[src/design/json_top_level_field_tracker_assert.svh]
// Assertion macros shared by the tracker RTL.
`ifndef JSON_TOP_LEVEL_FIELD_TRACKER_ASSERT_SVH
`define JSON_TOP_LEVEL_FIELD_TRACKER_ASSERT_SVH

`ifndef ASSERT_OFF
`define JTFT_ASSERT_IMPLY(label, clk, rst_n, ante, cons) \
  label: assert property (@(posedge clk) disable iff (!rst_n) (ante) |-> (cons)) \
    else $error("assertion failed");
`define JTFT_ASSERT_NEXT(label, clk, rst_n, ante, cons) \
  label: assert property (@(posedge clk) disable iff (!rst_n) (ante) |=> (cons)) \
    else $error("assertion failed");
`else
`define JTFT_ASSERT_IMPLY(label, clk, rst_n, ante, cons)
`define JTFT_ASSERT_NEXT(label, clk, rst_n, ante, cons)
`endif

`endif

[src/design/jtft_pkg.sv]
package jtft_pkg;

  localparam int NEST_BITS = 8;

  localparam int KIND_W  = 3;
  localparam int CLASS_W = 2;
  localparam int ROLE_W  = 2;
  localparam int LEVEL_W = 8;

  typedef enum logic [KIND_W-1:0] {
    EV_BEGIN     = 3'd0,
    EV_SCALAR    = 3'd1,
    EV_STRING    = 3'd2,
    EV_KEY       = 3'd3,
    EV_OBJ_START = 3'd4,
    EV_OBJ_END   = 3'd5,
    EV_ARR_START = 3'd6,
    EV_ARR_END   = 3'd7
  } kind_t;

  typedef enum logic [2:0] {
    PH_START     = 3'd0,
    PH_KEY       = 3'd1,
    PH_DONTCARE  = 3'd2,
    PH_CHALLENGE = 3'd3,
    PH_ORIGIN    = 3'd4,
    PH_NESTED    = 3'd5
  } phase_t;

  localparam logic [CLASS_W-1:0] KC_CHALLENGE = 2'd1;
  localparam logic [CLASS_W-1:0] KC_ORIGIN    = 2'd2;

  localparam logic [ROLE_W-1:0] ROLE_NONE      = 2'd0;
  localparam logic [ROLE_W-1:0] ROLE_CHALLENGE = 2'd1;
  localparam logic [ROLE_W-1:0] ROLE_ORIGIN    = 2'd2;

  typedef logic [NEST_BITS-1:0] depth_t;

endpackage

[src/design/jtft_ifs.sv]
interface jtft_in_if;
  logic                          valid;
  logic                          ready;
  logic [jtft_pkg::KIND_W-1:0]   kind;
  logic [jtft_pkg::CLASS_W-1:0]  key_class;

  modport source (output valid, output kind, output key_class, input ready);
  modport sink (input valid, input kind, input key_class, output ready);
endinterface

interface jtft_out_if;
  logic                          valid;
  logic                          ready;
  logic                          accepted;
  logic [jtft_pkg::ROLE_W-1:0]   value_role;
  logic [jtft_pkg::LEVEL_W-1:0]  nest_level;
  logic                          failed;

  modport source (output valid, output accepted, output value_role, output nest_level,
                  output failed, input ready);
  modport sink (input valid, input accepted, input value_role, input nest_level,
                input failed, output ready);
endinterface

[src/design/json_top_level_field_tracker.sv]
// Follows the members of one top-level JSON object from a stream of SAX-style
// events and gives one result word per event word: whether the event is legal,
// whether a string is the challenge or origin value, the depth of skipped
// containers and the sticky failure flag. An event is taken every cycle while
// the result register is empty or being drained, and its result appears in the
// result register in the cycle after acceptance; the update of phase, skip
// depth and failure flag on acceptance sets this rate of one event per clock.
`include "json_top_level_field_tracker_assert.svh"

module json_top_level_field_tracker (
  input  logic       clk,
  input  logic       rst_n,
  jtft_in_if.sink    in_ch,
  jtft_out_if.source out_ch
);

  jtft_pkg::phase_t phase_r, phase_nxt;
  jtft_pkg::depth_t skip_depth_r, skip_depth_nxt;
  logic             failed_r, failed_nxt;

  logic                           out_valid_r;
  logic                           out_accepted_r;
  logic [jtft_pkg::ROLE_W-1:0]    out_role_r;
  logic [jtft_pkg::LEVEL_W-1:0]   out_level_r;
  logic                           out_failed_r;

  jtft_pkg::kind_t               kind;
  logic                          in_fire;
  logic                          ok;
  logic [jtft_pkg::ROLE_W-1:0]   role;
  logic                          can_open;
  jtft_pkg::depth_t              depth_dec;

  assign kind         = jtft_pkg::kind_t'(in_ch.kind);
  assign in_ch.ready  = !out_valid_r || out_ch.ready;
  assign in_fire      = in_ch.valid && in_ch.ready;
  assign can_open     = (phase_r == jtft_pkg::PH_DONTCARE || phase_r == jtft_pkg::PH_NESTED)
                        && (skip_depth_r != '1);
  assign depth_dec    = (skip_depth_r != '0) ? skip_depth_r - 1'b1 : skip_depth_r;

  always_comb begin
    ok   = 1'b0;
    role = jtft_pkg::ROLE_NONE;
    if (kind == jtft_pkg::EV_BEGIN) begin
      ok = 1'b1;
    end else if (!failed_r) begin
      unique case (kind)
        jtft_pkg::EV_SCALAR: begin
          ok = (phase_r == jtft_pkg::PH_NESTED) || (phase_r == jtft_pkg::PH_DONTCARE);
        end
        jtft_pkg::EV_STRING: begin
          ok = (phase_r == jtft_pkg::PH_CHALLENGE) || (phase_r == jtft_pkg::PH_ORIGIN)
               || (phase_r == jtft_pkg::PH_DONTCARE) || (phase_r == jtft_pkg::PH_NESTED);
          if (phase_r == jtft_pkg::PH_CHALLENGE) begin
            role = jtft_pkg::ROLE_CHALLENGE;
          end else if (phase_r == jtft_pkg::PH_ORIGIN) begin
            role = jtft_pkg::ROLE_ORIGIN;
          end
        end
        jtft_pkg::EV_KEY: begin
          ok = (phase_r == jtft_pkg::PH_KEY) || (phase_r == jtft_pkg::PH_NESTED);
        end
        jtft_pkg::EV_OBJ_START: begin
          ok = (phase_r == jtft_pkg::PH_START) || can_open;
        end
        jtft_pkg::EV_OBJ_END: begin
          ok = (phase_r == jtft_pkg::PH_NESTED) || (phase_r == jtft_pkg::PH_KEY);
        end
        jtft_pkg::EV_ARR_START: begin
          ok = can_open;
        end
        jtft_pkg::EV_ARR_END: begin
          ok = (phase_r == jtft_pkg::PH_NESTED);
        end
        default: begin
          ok = 1'b1;
        end
      endcase
    end
  end

  always_comb begin
    phase_nxt      = phase_r;
    skip_depth_nxt = skip_depth_r;
    failed_nxt     = failed_r;
    if (kind == jtft_pkg::EV_BEGIN) begin
      phase_nxt      = jtft_pkg::PH_START;
      skip_depth_nxt = '0;
      failed_nxt     = 1'b0;
    end else if (!failed_r) begin
      if (!ok) begin
        failed_nxt = 1'b1;
      end else begin
        unique case (kind)
          jtft_pkg::EV_STRING: begin
            if (phase_r != jtft_pkg::PH_NESTED) begin
              phase_nxt = jtft_pkg::PH_KEY;
            end
          end
          jtft_pkg::EV_KEY: begin
            if (phase_r == jtft_pkg::PH_KEY) begin
              if (in_ch.key_class == jtft_pkg::KC_CHALLENGE) begin
                phase_nxt = jtft_pkg::PH_CHALLENGE;
              end else if (in_ch.key_class == jtft_pkg::KC_ORIGIN) begin
                phase_nxt = jtft_pkg::PH_ORIGIN;
              end else begin
                phase_nxt = jtft_pkg::PH_DONTCARE;
              end
            end
          end
          jtft_pkg::EV_OBJ_START, jtft_pkg::EV_ARR_START: begin
            if (phase_r == jtft_pkg::PH_START) begin
              phase_nxt = jtft_pkg::PH_KEY;
            end else begin
              skip_depth_nxt = skip_depth_r + 1'b1;
              phase_nxt      = jtft_pkg::PH_NESTED;
            end
          end
          jtft_pkg::EV_OBJ_END, jtft_pkg::EV_ARR_END: begin
            if (phase_r == jtft_pkg::PH_NESTED) begin
              skip_depth_nxt = depth_dec;
              if (depth_dec == '0) begin
                phase_nxt = jtft_pkg::PH_KEY;
              end
            end
          end
          default: begin
            phase_nxt = phase_r;
          end
        endcase
      end
    end
  end

  always_ff @(posedge clk) begin
    if (!rst_n) begin
      phase_r      <= jtft_pkg::PH_START;
      skip_depth_r <= '0;
      failed_r     <= 1'b0;
      out_valid_r  <= 1'b0;
    end else begin
      if (in_fire) begin
        phase_r      <= phase_nxt;
        skip_depth_r <= skip_depth_nxt;
        failed_r     <= failed_nxt;
        out_valid_r  <= 1'b1;
      end else if (out_ch.ready) begin
        out_valid_r  <= 1'b0;
      end
    end
  end

  always_ff @(posedge clk) begin
    if (in_fire) begin
      out_accepted_r <= ok;
      out_role_r     <= ok ? role : jtft_pkg::ROLE_NONE;
      out_level_r    <= jtft_pkg::LEVEL_W'(skip_depth_nxt);
      out_failed_r   <= failed_nxt;
    end
  end

  assign out_ch.valid      = out_valid_r;
  assign out_ch.accepted   = out_accepted_r;
  assign out_ch.value_role = out_role_r;
  assign out_ch.nest_level = out_level_r;
  assign out_ch.failed     = out_failed_r;

  `JTFT_ASSERT_NEXT(a_failed_sticky, clk, rst_n,
    in_fire && failed_r && kind != jtft_pkg::EV_BEGIN, failed_r)
  `JTFT_ASSERT_NEXT(a_reject_fails, clk, rst_n, in_fire && !ok, failed_r && out_failed_r)
  `JTFT_ASSERT_NEXT(a_begin_clears, clk, rst_n, in_fire && kind == jtft_pkg::EV_BEGIN,
    phase_r == jtft_pkg::PH_START && skip_depth_r == '0 && !failed_r)
  `JTFT_ASSERT_IMPLY(a_depth_nested, clk, rst_n, skip_depth_r != '0,
    phase_r == jtft_pkg::PH_NESTED)
  `JTFT_ASSERT_IMPLY(a_role_accepted, clk, rst_n,
    out_valid_r && out_role_r != jtft_pkg::ROLE_NONE, out_accepted_r && !out_failed_r)

endmodule
[src/flat_wrapper.sv]
// flat-port wrapper written by rule: the top's interface ports become plain ports
module json_top_level_field_tracker_flat 
  (clk, rst_n, in_ch_valid, in_ch_kind, in_ch_key_class, in_ch_ready, out_ch_valid, out_ch_accepted, out_ch_value_role, out_ch_nest_level, out_ch_failed, out_ch_ready);
  jtft_in_if in_ch_i ();
  jtft_out_if out_ch_i ();
  input  logic clk;
  input  logic rst_n;
  input wire logic [$bits(in_ch_i.valid)-1:0] in_ch_valid;
  input wire logic [$bits(in_ch_i.kind)-1:0] in_ch_kind;
  input wire logic [$bits(in_ch_i.key_class)-1:0] in_ch_key_class;
  output wire logic [$bits(in_ch_i.ready)-1:0] in_ch_ready;
  output wire logic [$bits(out_ch_i.valid)-1:0] out_ch_valid;
  output wire logic [$bits(out_ch_i.accepted)-1:0] out_ch_accepted;
  output wire logic [$bits(out_ch_i.value_role)-1:0] out_ch_value_role;
  output wire logic [$bits(out_ch_i.nest_level)-1:0] out_ch_nest_level;
  output wire logic [$bits(out_ch_i.failed)-1:0] out_ch_failed;
  input wire logic [$bits(out_ch_i.ready)-1:0] out_ch_ready;
  assign in_ch_i.valid = in_ch_valid;
  assign in_ch_i.kind = in_ch_kind;
  assign in_ch_i.key_class = in_ch_key_class;
  assign in_ch_ready = in_ch_i.ready;
  assign out_ch_valid = out_ch_i.valid;
  assign out_ch_accepted = out_ch_i.accepted;
  assign out_ch_value_role = out_ch_i.value_role;
  assign out_ch_nest_level = out_ch_i.nest_level;
  assign out_ch_failed = out_ch_i.failed;
  assign out_ch_i.ready = out_ch_ready;
  json_top_level_field_tracker u_core (.clk(clk), .rst_n(rst_n), .in_ch(in_ch_i), .out_ch(out_ch_i));
endmodule
[config.mk]
export PLATFORM = sky130hd
export DESIGN_NAME = json_top_level_field_tracker_flat
export DESIGN_NICKNAME = d
export VERILOG_FILES = /design/src/design/jtft_pkg.sv /design/src/design/jtft_ifs.sv /design/src/design/json_top_level_field_tracker.sv /design/src/flat_wrapper.sv
export VERILOG_INCLUDE_DIRS = /design/src /design/src/design
export SDC_FILE = /design/constraint.sdc
export NUM_CORES = 1
export LEC_CHECK = 0
export ABC_CLOCK_PERIOD_IN_PS = 5100
export BUFFER_PORTS_ARGS = -buffer_cell sky130_fd_sc_hd__buf_2
export CAP_MARGIN = 5
export CORE_MARGIN = 4
export CORE_UTILIZATION = 60
export CTS_CLUSTER_SIZE = 20
export DETAILED_ROUTE_END_ITERATION = 12
export PLACE_DENSITY = 0.81
export RECOVER_POWER = 100
export SLEW_MARGIN = 20
export SYNTH_ARGS = -nofsm -noshare
export SYNTH_HDL_FRONTEND = slang
export SYNTH_SLANG_ARGS = --single-unit
export TNS_END_PERCENT = 5
[constraint.sdc]
create_clock -name clk -period 5.1 [get_ports clk]
set_input_delay 0.255 -clock clk [delete_from_list [all_inputs] [get_ports clk]]
set_output_delay 0.255 -clock clk [all_outputs]
set_load 0.1 [all_outputs]
# Word level (Yosys, flattened, before mapping)
# Cells that the tools add are included.
# totals
wordCells	85
register_bits	25
output_inout_bits	14
in_bits	9
# classes
n_reduce_logical	23
n_bitwise	2
addsub	2
muxes	28
eq_ne	21
# ops
cell	count
8-bit two-way mux	6
3-bit two-way mux	10
3-bit == test (second input constant)	6
8-bit one-hot mux with 2 select lines	1
3-bit by 2-bit == test with 1-bit output (second input constant)	4
3-bit by 1-bit != test with 1-bit output (second input constant)	4
3-bit one-hot mux with 4 select lines	1
8-bit by 1-bit adder with 8-bit output (second input constant)	1
8-bit logical NOT	1
1-bit two-way mux	8
8-bit != test (second input constant)	1
8-bit AND reduction	1
8-bit nonzero test	1
8-bit by 1-bit subtractor with 8-bit output (second input constant)	1
1-bit logical OR	7
3-bit by 1-bit == test with 1-bit output (second input constant)	2
3-bit logical NOT	2
1-bit one-hot mux with 6 select lines	1
2-bit OR reduction	3
5-bit nonzero test	1
5-bit OR reduction	1
2-bit nonzero test	2
4-bit OR reduction	1
3-bit != test (second input constant)	1
7 further kinds	9

# Depth between registers and ports, before layout
# Gate-level depths: netlist of the first run.
# depth
depth_word	10
ltp_mapped	9
depth_no_buf	8

# Least setup slack after synthesis of the first run
# Ideal clock, no wire load.
# synth_timing
path_kind	reg2reg
from	reg u_core.out_valid_r (netlist: u_core.out_ch.valid)
to	reg u_core.skip_depth_r[7]
required_time_ns	4.984
path_stages_with_launch	7
setup_slack_ns	1.762
period_less_slack_ns	3.338
n_path_buf	0
setup_ns	0.116
t_arrival_ns	3.223
path_cell_list	dfxtp_1 > nand2b_1 > nand2_1 > clkinv_1 > o2111ai_1 > a21boi_1 > a31o_1
# synth_via
elab_chain_cells	3
# synth_lines
item	line	rtl
start, declared	json_top_level_field_tracker.sv:21	logic out_valid_r;
start signal, assigned	json_top_level_field_tracker.sv:140	out_valid_r <= 1'b0;
start signal, assigned	json_top_level_field_tracker.sv:146	out_valid_r <= 1'b1;
start signal, assigned	json_top_level_field_tracker.sv:148	out_valid_r <= 1'b0;
1-bit logical NOT	json_top_level_field_tracker.sv:35	assign in_ch.ready = !out_valid_r || out_ch.ready;
1-bit logical OR	json_top_level_field_tracker.sv:35	
net in_ch_ready	flat_wrapper.sv:11	output wire logic [$bits(in_ch_i.ready)-1:0] in_ch_ready;
1-bit logical AND	json_top_level_field_tracker.sv:36	assign in_fire = in_ch.valid && in_ch.ready;
net u_core.in_fire	json_top_level_field_tracker.sv:28	logic in_fire;
end signal, assigned	json_top_level_field_tracker.sv:144	skip_depth_r <= skip_depth_nxt;
end, declared	json_top_level_field_tracker.sv:18	jtft_pkg::depth_t skip_depth_r, skip_depth_nxt;
# The timed path passes the listed nets, and every way through them passes these cells.
# A chain may end at the register's enable or synchronous reset.

# Worst setup path after layout of the first run
# layout_timing
from	reg u_core.phase_r[2]
to	reg u_core.phase_r[0]
# layout_via
elab_chain_cells	9
word_cells_on_any_way	22
classes_between	eq/ne: 9; mux: 3; reduce/logical: 10
# layout_lines
item	line	rtl
start, declared	json_top_level_field_tracker.sv:17	jtft_pkg::phase_t phase_r, phase_nxt;
start signal, assigned	json_top_level_field_tracker.sv:137	phase_r <= jtft_pkg::PH_START;
start signal, assigned	json_top_level_field_tracker.sv:143	phase_r <= phase_nxt;
3-bit == test, or another cell as far along	n/a	
1-bit logical OR, on equally long branches	json_top_level_field_tracker.sv:37, json_top_level_field_tracker.sv:49, json_top_level_field_tracker.sv:52	
1-bit logical AND / 1-bit logical OR (equally long branches)	json_top_level_field_tracker.sv:38, json_top_level_field_tracker.sv:53	
1-bit logical OR, on equally long branches	json_top_level_field_tracker.sv:64, json_top_level_field_tracker.sv:53	
1-bit one-hot mux with 6 select lines	json_top_level_field_tracker.sv:47	unique case (kind)
1-bit two-way mux	json_top_level_field_tracker.sv:46	end else if (!failed_r) begin
1-bit two-way mux	json_top_level_field_tracker.sv:44	if (kind == jtft_pkg::EV_BEGIN) begin
2-bit nonzero test (no line)	n/a	
8-bit AND reduction (no line) *	n/a	
# Mark *: on every way between the ends. The rest lies on a longest branch, timed or not.

==> results.sh, run 1 <==
export IMPL_grt_max_degree=25
export IMPL_antenna_found_initial=0
export IMPL_final_cells=315
export IMPL_drcViolationCount=0
export IMPL_syn_area_um2=2050
export IMPL_num_antenna_cells=0
export IMPL_synth_cell_type_count=59
export IMPL_place_gp_congestion=0.947
export IMPL_hpwl_mm=4.03
export IMPL_dieArea_um2=4410
export IMPL_period_minus_slack_ns=3.07
export IMPL_fp_dieH_um=66.4
export IMPL_final_setup_tns_ns=0
export IMPL_finalMaxSlewViolations=0
export IMPL_hp_class="primary input to flop"
export IMPL_cts_inserted_buffers=3
export IMPL_synth_edf_count=12
export IMPL_synth_top_area_cell="edfxtp_1"
export IMPL_status="finished, final reports clean"
export IMPL_dr_total_vias=2119
export IMPL_synth_nets=277
export IMPL_cap_violations=0
export IMPL_path_clk_slew_ns=0.15
export IMPL_synth_fa_ha_area_share_pct=1.83
export IMPL_globalRouteTotalUtil_pct=27.5
export IMPL_cp_slowest_stage_delay_ns=0.82
export IMPL_syn_instance_count=265
export IMPL_core_area_um2=3150
export IMPL_hold_path_depth=3
export IMPL_synth_top_family_by_area="simple AND/OR/NAND/NOR gates"
export IMPL_r2r_slack_ns=2.03
export IMPL_initial_core_util_pct=64.9
export IMPL_drive_above_1_share_pct=7.01
export IMPL_arrival_ns=3.35
export IMPL_cts_resized=0
export IMPL_reg2regPathDepth=5
export IMPL_fmax_ghz=0.325
export IMPL_drt_iter0_drc=280
export IMPL_power_density_nw_per_um2=221
export IMPL_ys_flop_type="dfxtp_1"
export IMPL_crit_family="simple AND/OR/NAND/NOR gates"
export IMPL_avgSynthCellArea_um2=7.72
export IMPL_die_w_um=66.4
export IMPL_p_leak_uw=0.000712
export IMPL_ys_seq_area_share_pct=30.3
export IMPL_synth_warning_count=0
export IMPL_post_cts_buffers=0
export IMPL_gr_total_overflow=0
export IMPL_relSlewSlack_pct=21.7
export IMPL_worstReg2RegStart="u_core.phase_r[2]$_SDFFE_PN0P_"
export IMPL_ys_async_sr_fraction_pct=0
export IMPL_cp_cell_sequence="a31oi_1, o31ai_1, nor2_1, nor4_1, mux2i_1"
export IMPL_drt_total_wl_mm=5.48
export IMPL_cp_max_fo=14
export IMPL_fin_crit_sh_pct=60.3
export IMPL_pin_count=23
export IMPL_cts_htree_levels=1
export IMPL_postCtsHoldBufs=0
export IMPL_dr_pass1_iters=5
export IMPL_synth_mux_area_share_pct=2.51
export IMPL_cp_end_kind="flop"
export IMPL_synthSimpleGateAreaFrac_pct=30.1
export IMPL_rows=20
export IMPL_synth_top_area_share_pct=17.6
export IMPL_setup_viol=0
export IMPL_worstPathRequired_ns=5.37
export IMPL_port_buffers=22
export IMPL_r2r_end="u_core.phase_r[0]$_SDFFE_PN0P_"
export IMPL_cp_start_kind="flop"
export IMPL_clkLatencyLatePin_ns=0.34
export IMPL_final_nets=284
export IMPL_ir_drop_uv=176
export IMPL_cp_depth=5
export IMPL_critical_path_buf_inv_count=0
export IMPL_area_growth_pct=3.18
export IMPL_placed_cells=311
export IMPL_cts_root_buf="clkbuf_4"
export IMPL_grt_pass1_wl_mm=9.38
export IMPL_min_from="in_ch_valid"
export IMPL_rsz0062_at_grt="no"
export IMPL_synth_compound_area_share_pct=27.4
export IMPL_wl_per_cell_um=17.4
export IMPL_skew_ns=0.0189
export IMPL_via_per_inst=6.73
export IMPL_holdPathEnd="u_core.out_ch.valid$_SDFFE_PN0P_"
export IMPL_crit_slowest_cell="o31ai_1"
export IMPL_synth_xor_area_share_pct=1.28
export IMPL_synth_area_leaders="edfxtp_1 (18%), dfxtp_1 (13%), nand2_1 (5.3%)"
export IMPL_ys_ff_latch=25
export IMPL_ant_nets=0
export IMPL_grt_pass1_vias=1963
export IMPL_cts_tree="yes"
export IMPL_ys_top_cells_by_count="nand2_1 (29), nor2_1 (25), a21oi_1 (19)"
export IMPL_path_class="flop to flop"
export IMPL_clock_sinks=25
export IMPL_worstMarginPinSlew_ns=1.18
export IMPL_finalHoldViolations=0
export IMPL_synth_most_common_cell="nand2_1"
export IMPL_clk_path_buf_depth=2
## through the flow
step / setup slack (ns) / hold slack [ns] / utilization [%] / cell area (um^2) / power [uW]
finish: 2.03 / 0.176 / 67.0 / 2110 / 466
floorplan: 1.76 / 0.384 / - / 2050 / 354
CTS: 2.51 / 0.186 / 68.2 / 2150 / 469
global route: 1.88 / 0.179 / 67.0 / 2110 / 490
global placement: 2.55 / 0.509 / 67.3 / 2120 / 380
detailed placement: 2.57 / 0.529 / 67.3 / 2120 / 381
## worst max path at each step
| stage | from | endpoint |
|---|---|---|
| after floorplan | u_core.out_ch.valid$_SDFFE_PN0P_ | u_core.skip_depth_r[7]$_SDFFE_PN0P_ |
| after global placement | u_core.skip_depth_r[0]$_SDFFE_PN0P_ | u_core.out_ch.nest_level[0]$_DFFE_PP_ |
| after detailed placement | u_core.skip_depth_r[0]$_SDFFE_PN0P_ | u_core.phase_r[0]$_SDFFE_PN0P_ |
| after CTS | u_core.skip_depth_r[0]$_SDFFE_PN0P_ | u_core.out_ch.nest_level[0]$_DFFE_PP_ |
| after global routing | u_core.phase_r[2]$_SDFFE_PN0P_ | u_core.phase_r[0]$_SDFFE_PN0P_ |
| final | u_core.phase_r[2]$_SDFFE_PN0P_ | u_core.phase_r[0]$_SDFFE_PN0P_ |
## layout make-up
cell class | count | area [um^2]
Clock inverter | 1 | 5.00
Multi-Input combinational cell | 208 | 1270
Clock buffer | 3 | 22.5
Fill cell | 304 | 1040
Timing Repair Buffer | 22 | 92.6
Sequential cell | 25 | 621
Tap cell | 44 | 55.1
Inverter | 12 | 45.0
## report_power, final
group / total, uW / switching [uW] / internal [uW]
clock network: 90.5 / 61.0 / 29.5
registers: 231 / 10.6 / 221
logic: 144 / 112 / 31.5
## flip-flops by register name (all words and copies together) (netlist names)
name / cells
u_core.failed_r: 1
u_core.out_ch.value_role: 2
u_core.out_ch.accepted: 1
u_core.out_ch.nest_level: 8
u_core.out_ch.valid: 1
u_core.out_ch.failed: 1
u_core.skip_depth_r: 8
u_core.phase_r: 3
## cell usage in the layout (no fill, tap or decap), types with 3 or more instances in the layout
master	n
a21oi_1	19
nor3_2	3
a211oi_1	6
or4_1	3
nor2_1	25
nor2b_1	5
clkbuf_1	14
o31ai_1	7
nand2_1	29
nand3_1	9
inv_1	11
nand3b_1	4
buf_2	8
a31oi_1	5
o22ai_1	4
nor4_1	5
mux2i_1	4
dfxtp_1	13
nand4b_1	4
o211ai_1	7
edfxtp_1	12
nor3_1	12
o21ai_0	15
ha_1	3
nand2b_1	3
clkbuf_4	3
## kinds of logic (layout without fill, tap and decap cells)
kind of cell	count (synthesis)	after routing
simple gates	114	114
compound gates	83	83
buf+inv	32	38
flops	25	25
mux	5	5
fa+ha+maj	3	3
xor+xnor	3	3
## worst register-to-register path: cells and delay by family (launching register included)
| kind | cells | cell delay (ns) |
|---|---|---|
| muxes | 1 | 0.27 |
| DFF | 1 | 0.64 |
| and+or+nand+nor | 2 | 1.12 |
| AOI/OAI and AO/OA | 2 | 0.97 |
## layer usage
layer	vias up	GRT usage (%)	part of all wire, %
li1	1013	-	-
met2	103	44.6	47
met4	0	9.14	2.2
met1	988	37.5	44
met5	-	0	0
met3	15	3.40	7.3
No activity file was read; power rests on OpenSTA's default activity.
==> inputs of run 2 (changes only) <==
--- a/config.mk
+++ b/config.mk
@@ -6,14 +6,14 @@
 export SDC_FILE = /design/constraint.sdc
 export NUM_CORES = 1
 export LEC_CHECK = 0
-export ABC_CLOCK_PERIOD_IN_PS = 5100
+export ABC_CLOCK_PERIOD_IN_PS = 2500
 export BUFFER_PORTS_ARGS = -buffer_cell sky130_fd_sc_hd__buf_2
 export CAP_MARGIN = 5
 export CORE_MARGIN = 4
-export CORE_UTILIZATION = 60
+export CORE_UTILIZATION = 53
 export CTS_CLUSTER_SIZE = 20
 export DETAILED_ROUTE_END_ITERATION = 12
-export PLACE_DENSITY = 0.81
+export PLACE_DENSITY = 0.76
 export RECOVER_POWER = 100
 export SLEW_MARGIN = 20
 export SYNTH_ARGS = -nofsm -noshare
==> constraint.sdc (replaced) <==
create_clock -name clk -period 2.5 [get_ports clk]
set_input_delay 0.125 -clock clk [delete_from_list [all_inputs] [get_ports clk]]
set_output_delay 0.125 -clock clk [all_outputs]
set_load 0.1 [all_outputs]
==> results.sh, run 2 (synthesis gave the netlist of run 1 again) <==
export IMPL_status="finished, final reports clean"
export IMPL_mostFrequentLayoutCells="nand2_1 (29), nor2_1 (24), a21oi_1 (19)"
export IMPL_relSlewSlack_pct=22.1
export IMPL_cp_cell_sequence="inv_1, ha_1, nor4b_1, clkbuf_1, and2_0, nor3_1, o21ai_0, a21oi_1, a221oi_1"
export IMPL_cap_violations=0
export IMPL_fp_dieH_um=70.1
export IMPL_hp_class="primary input to flop"
export IMPL_path_class="flop to flop"
export IMPL_post_cts_buffers=0
export IMPL_worstMarginPinSlew_ns=1.17
export IMPL_r2r_slack_ns=0.19
export IMPL_holdPathEnd="u_core.out_ch.valid$_SDFFE_PN0P_"
export IMPL_setup_viol=0
export IMPL_area_growth_pct=12.3
export IMPL_crit_slowest_cell="dfxtp_1"
export IMPL_p_total_uw=1030
export IMPL_cp_start_kind="flop"
export IMPL_r2r_end="u_core.out_ch.nest_level[0]$_DFFE_PP_"
export IMPL_ant_nets=0
export IMPL_rsz0062_at_grt="no"
export IMPL_final_nets=303
export IMPL_globalRouteTotalUtil_pct=23.7
export IMPL_grt_max_degree=18
export IMPL_wl_per_cell_um=17.1
export IMPL_antenna_found_initial=0
export IMPL_fin_crit_sh_pct=92.5
export IMPL_num_antenna_cells=0
export IMPL_cp_slowest_stage_delay_ns=0.35
export IMPL_arrival_ns=2.39
export IMPL_finalHoldViolations=0
export IMPL_cts_root_buf="clkbuf_8"
export IMPL_postCtsHoldBufs=0
export IMPL_drt_iter0_drc=253
export IMPL_holdWs_ns=0.103
export IMPL_path_clk_slew_ns=0.08
export IMPL_core_area_um2=3690
export IMPL_hpwl_mm=4.29
export IMPL_worstPathRequired_ns=2.58
export IMPL_reg2regPathDepth=9
export IMPL_worstReg2RegStart="u_core.skip_depth_r[1]$_SDFFE_PN0P_"
export IMPL_dr_pass1_iters=5
export IMPL_grt_pass1_wl_mm=9.58
export IMPL_place_gp_congestion=1.01
export IMPL_drt_total_wl_mm=5.77
export IMPL_hold_path_depth=3
export IMPL_finalMaxSlewViolations=0
export IMPL_fmax_ghz=0.432
export IMPL_clkLatencyLatePin_ns=0.26
export IMPL_clock_sinks=25
export IMPL_p_leak_uw=0.000807
export IMPL_mostFrequentLayoutCell="nand2_1"
export IMPL_ir_drop_uv=470
export IMPL_final_util_pct=62.3
export IMPL_grt_pass1_vias=2014
export IMPL_drive_above_1_share_pct=13.8
export IMPL_gr_total_overflow=0
export IMPL_dieArea_um2=4920
export IMPL_via_per_inst=6.51
export IMPL_initial_core_util_pct=55.5
export IMPL_rows=22
export IMPL_drcViolationCount=0
export IMPL_min_from="in_ch_valid"
export IMPL_cp_end_kind="flop"
export IMPL_cp_max_fo=5
export IMPL_cts_htree_levels=1
export IMPL_clk_path_buf_depth=2
export IMPL_dr_total_vias=2200
export IMPL_cts_tree="yes"
export IMPL_port_buffers=22
export IMPL_die_w_um=70.1
export IMPL_fillers=347
export IMPL_cts_inserted_buffers=3
export IMPL_pin_count=23
export IMPL_skew_ns=0.00121
export IMPL_power_density_nw_per_um2=446
export IMPL_final_setup_tns_ns=0
export IMPL_period_minus_slack_ns=2.31
run 2: changes by cell type in the layout (fill, tap and decap cells not counted), moves of 2 or more:
cell and change:
buf_4 +16, clkbuf_1 +4, dfxtp_1 -2, dfxtp_2 +2
clkbuf_4 -3, clkbuf_8 +3
run 2: power breakdown:
| group | internal, uW | total (uW) | switching (uW) |
|---|---|---|---|
| combinational | 79.1 | 323 | 244 |
| clock | 114 | 236 | 122 |
| sequential | 450 | 467 | 17.2 |
run 2: layout make-up:
type	count	area, um^2	share of cell area (%)
tap	48	60.1	2.61
clock buffer	4	45.0	1.96
inverter	12	45.0	1.96
sequential	25	623	27.1
multi-input combinational	208	1300	56.6
timing repair buffer	41	224	9.74
run 2: timing repair:
item,CTS,global route
resized for setup,0,4
endpoints found under the hold margin,0,0
endpoints found under the setup margin,0,7
run 2: worst max-delay path, delay by kind of cell, from the launching register on:
kind	cells	cell delay (ns)
AOI/OAI and AO/OA	3	0.76
DFF	1	0.35
adders and majority gates	1	0.23
buffers and inverters	2	0.33
and+or+nand+nor	3	0.48
run 2: metrics by stage:
stage	instance area, um^2	worst slack, ns	cells
floorplan	2060	0.190	265
CTS	2320	0.0323	338
global placement	2280	0.184	334
global route	2300	0.0233	338
detailed placement	2280	0.0599	334
finish	2300	0.187	338
run 2: worst max-delay path by stage:
stage,cells past startpoint,start,endpoint
finish,9,u_core.skip_depth_r[1]$_SDFFE_PN0P_,u_core.out_ch.nest_level[0]$_DFFE_PP_
global route,6,u_core.phase_r[1]$_SDFFE_PN0P_,u_core.skip_depth_r[5]$_SDFFE_PN0P_
CTS,6,u_core.phase_r[2]$_SDFFE_PN0P_,u_core.skip_depth_r[4]$_SDFFE_PN0P_
detailed placement,6,u_core.phase_r[2]$_SDFFE_PN0P_,u_core.skip_depth_r[4]$_SDFFE_PN0P_
global placement,6,u_core.phase_r[2]$_SDFFE_PN0P_,u_core.skip_depth_r[4]$_SDFFE_PN0P_
floorplan,6,u_core.out_ch.valid$_SDFFE_PN0P_,u_core.skip_depth_r[7]$_SDFFE_PN0P_
run 2: routing by layer:
metal	wire, um	GRT usage (%)	share of wire, %	vias to the layer above
met5	0	0	0	-
met4	159	8.51	2.8	0
met3	471	3.02	8.2	20
met2	2710	39.2	47	122
met1	2430	31.5	42	1009
li1	-	-	-	1049
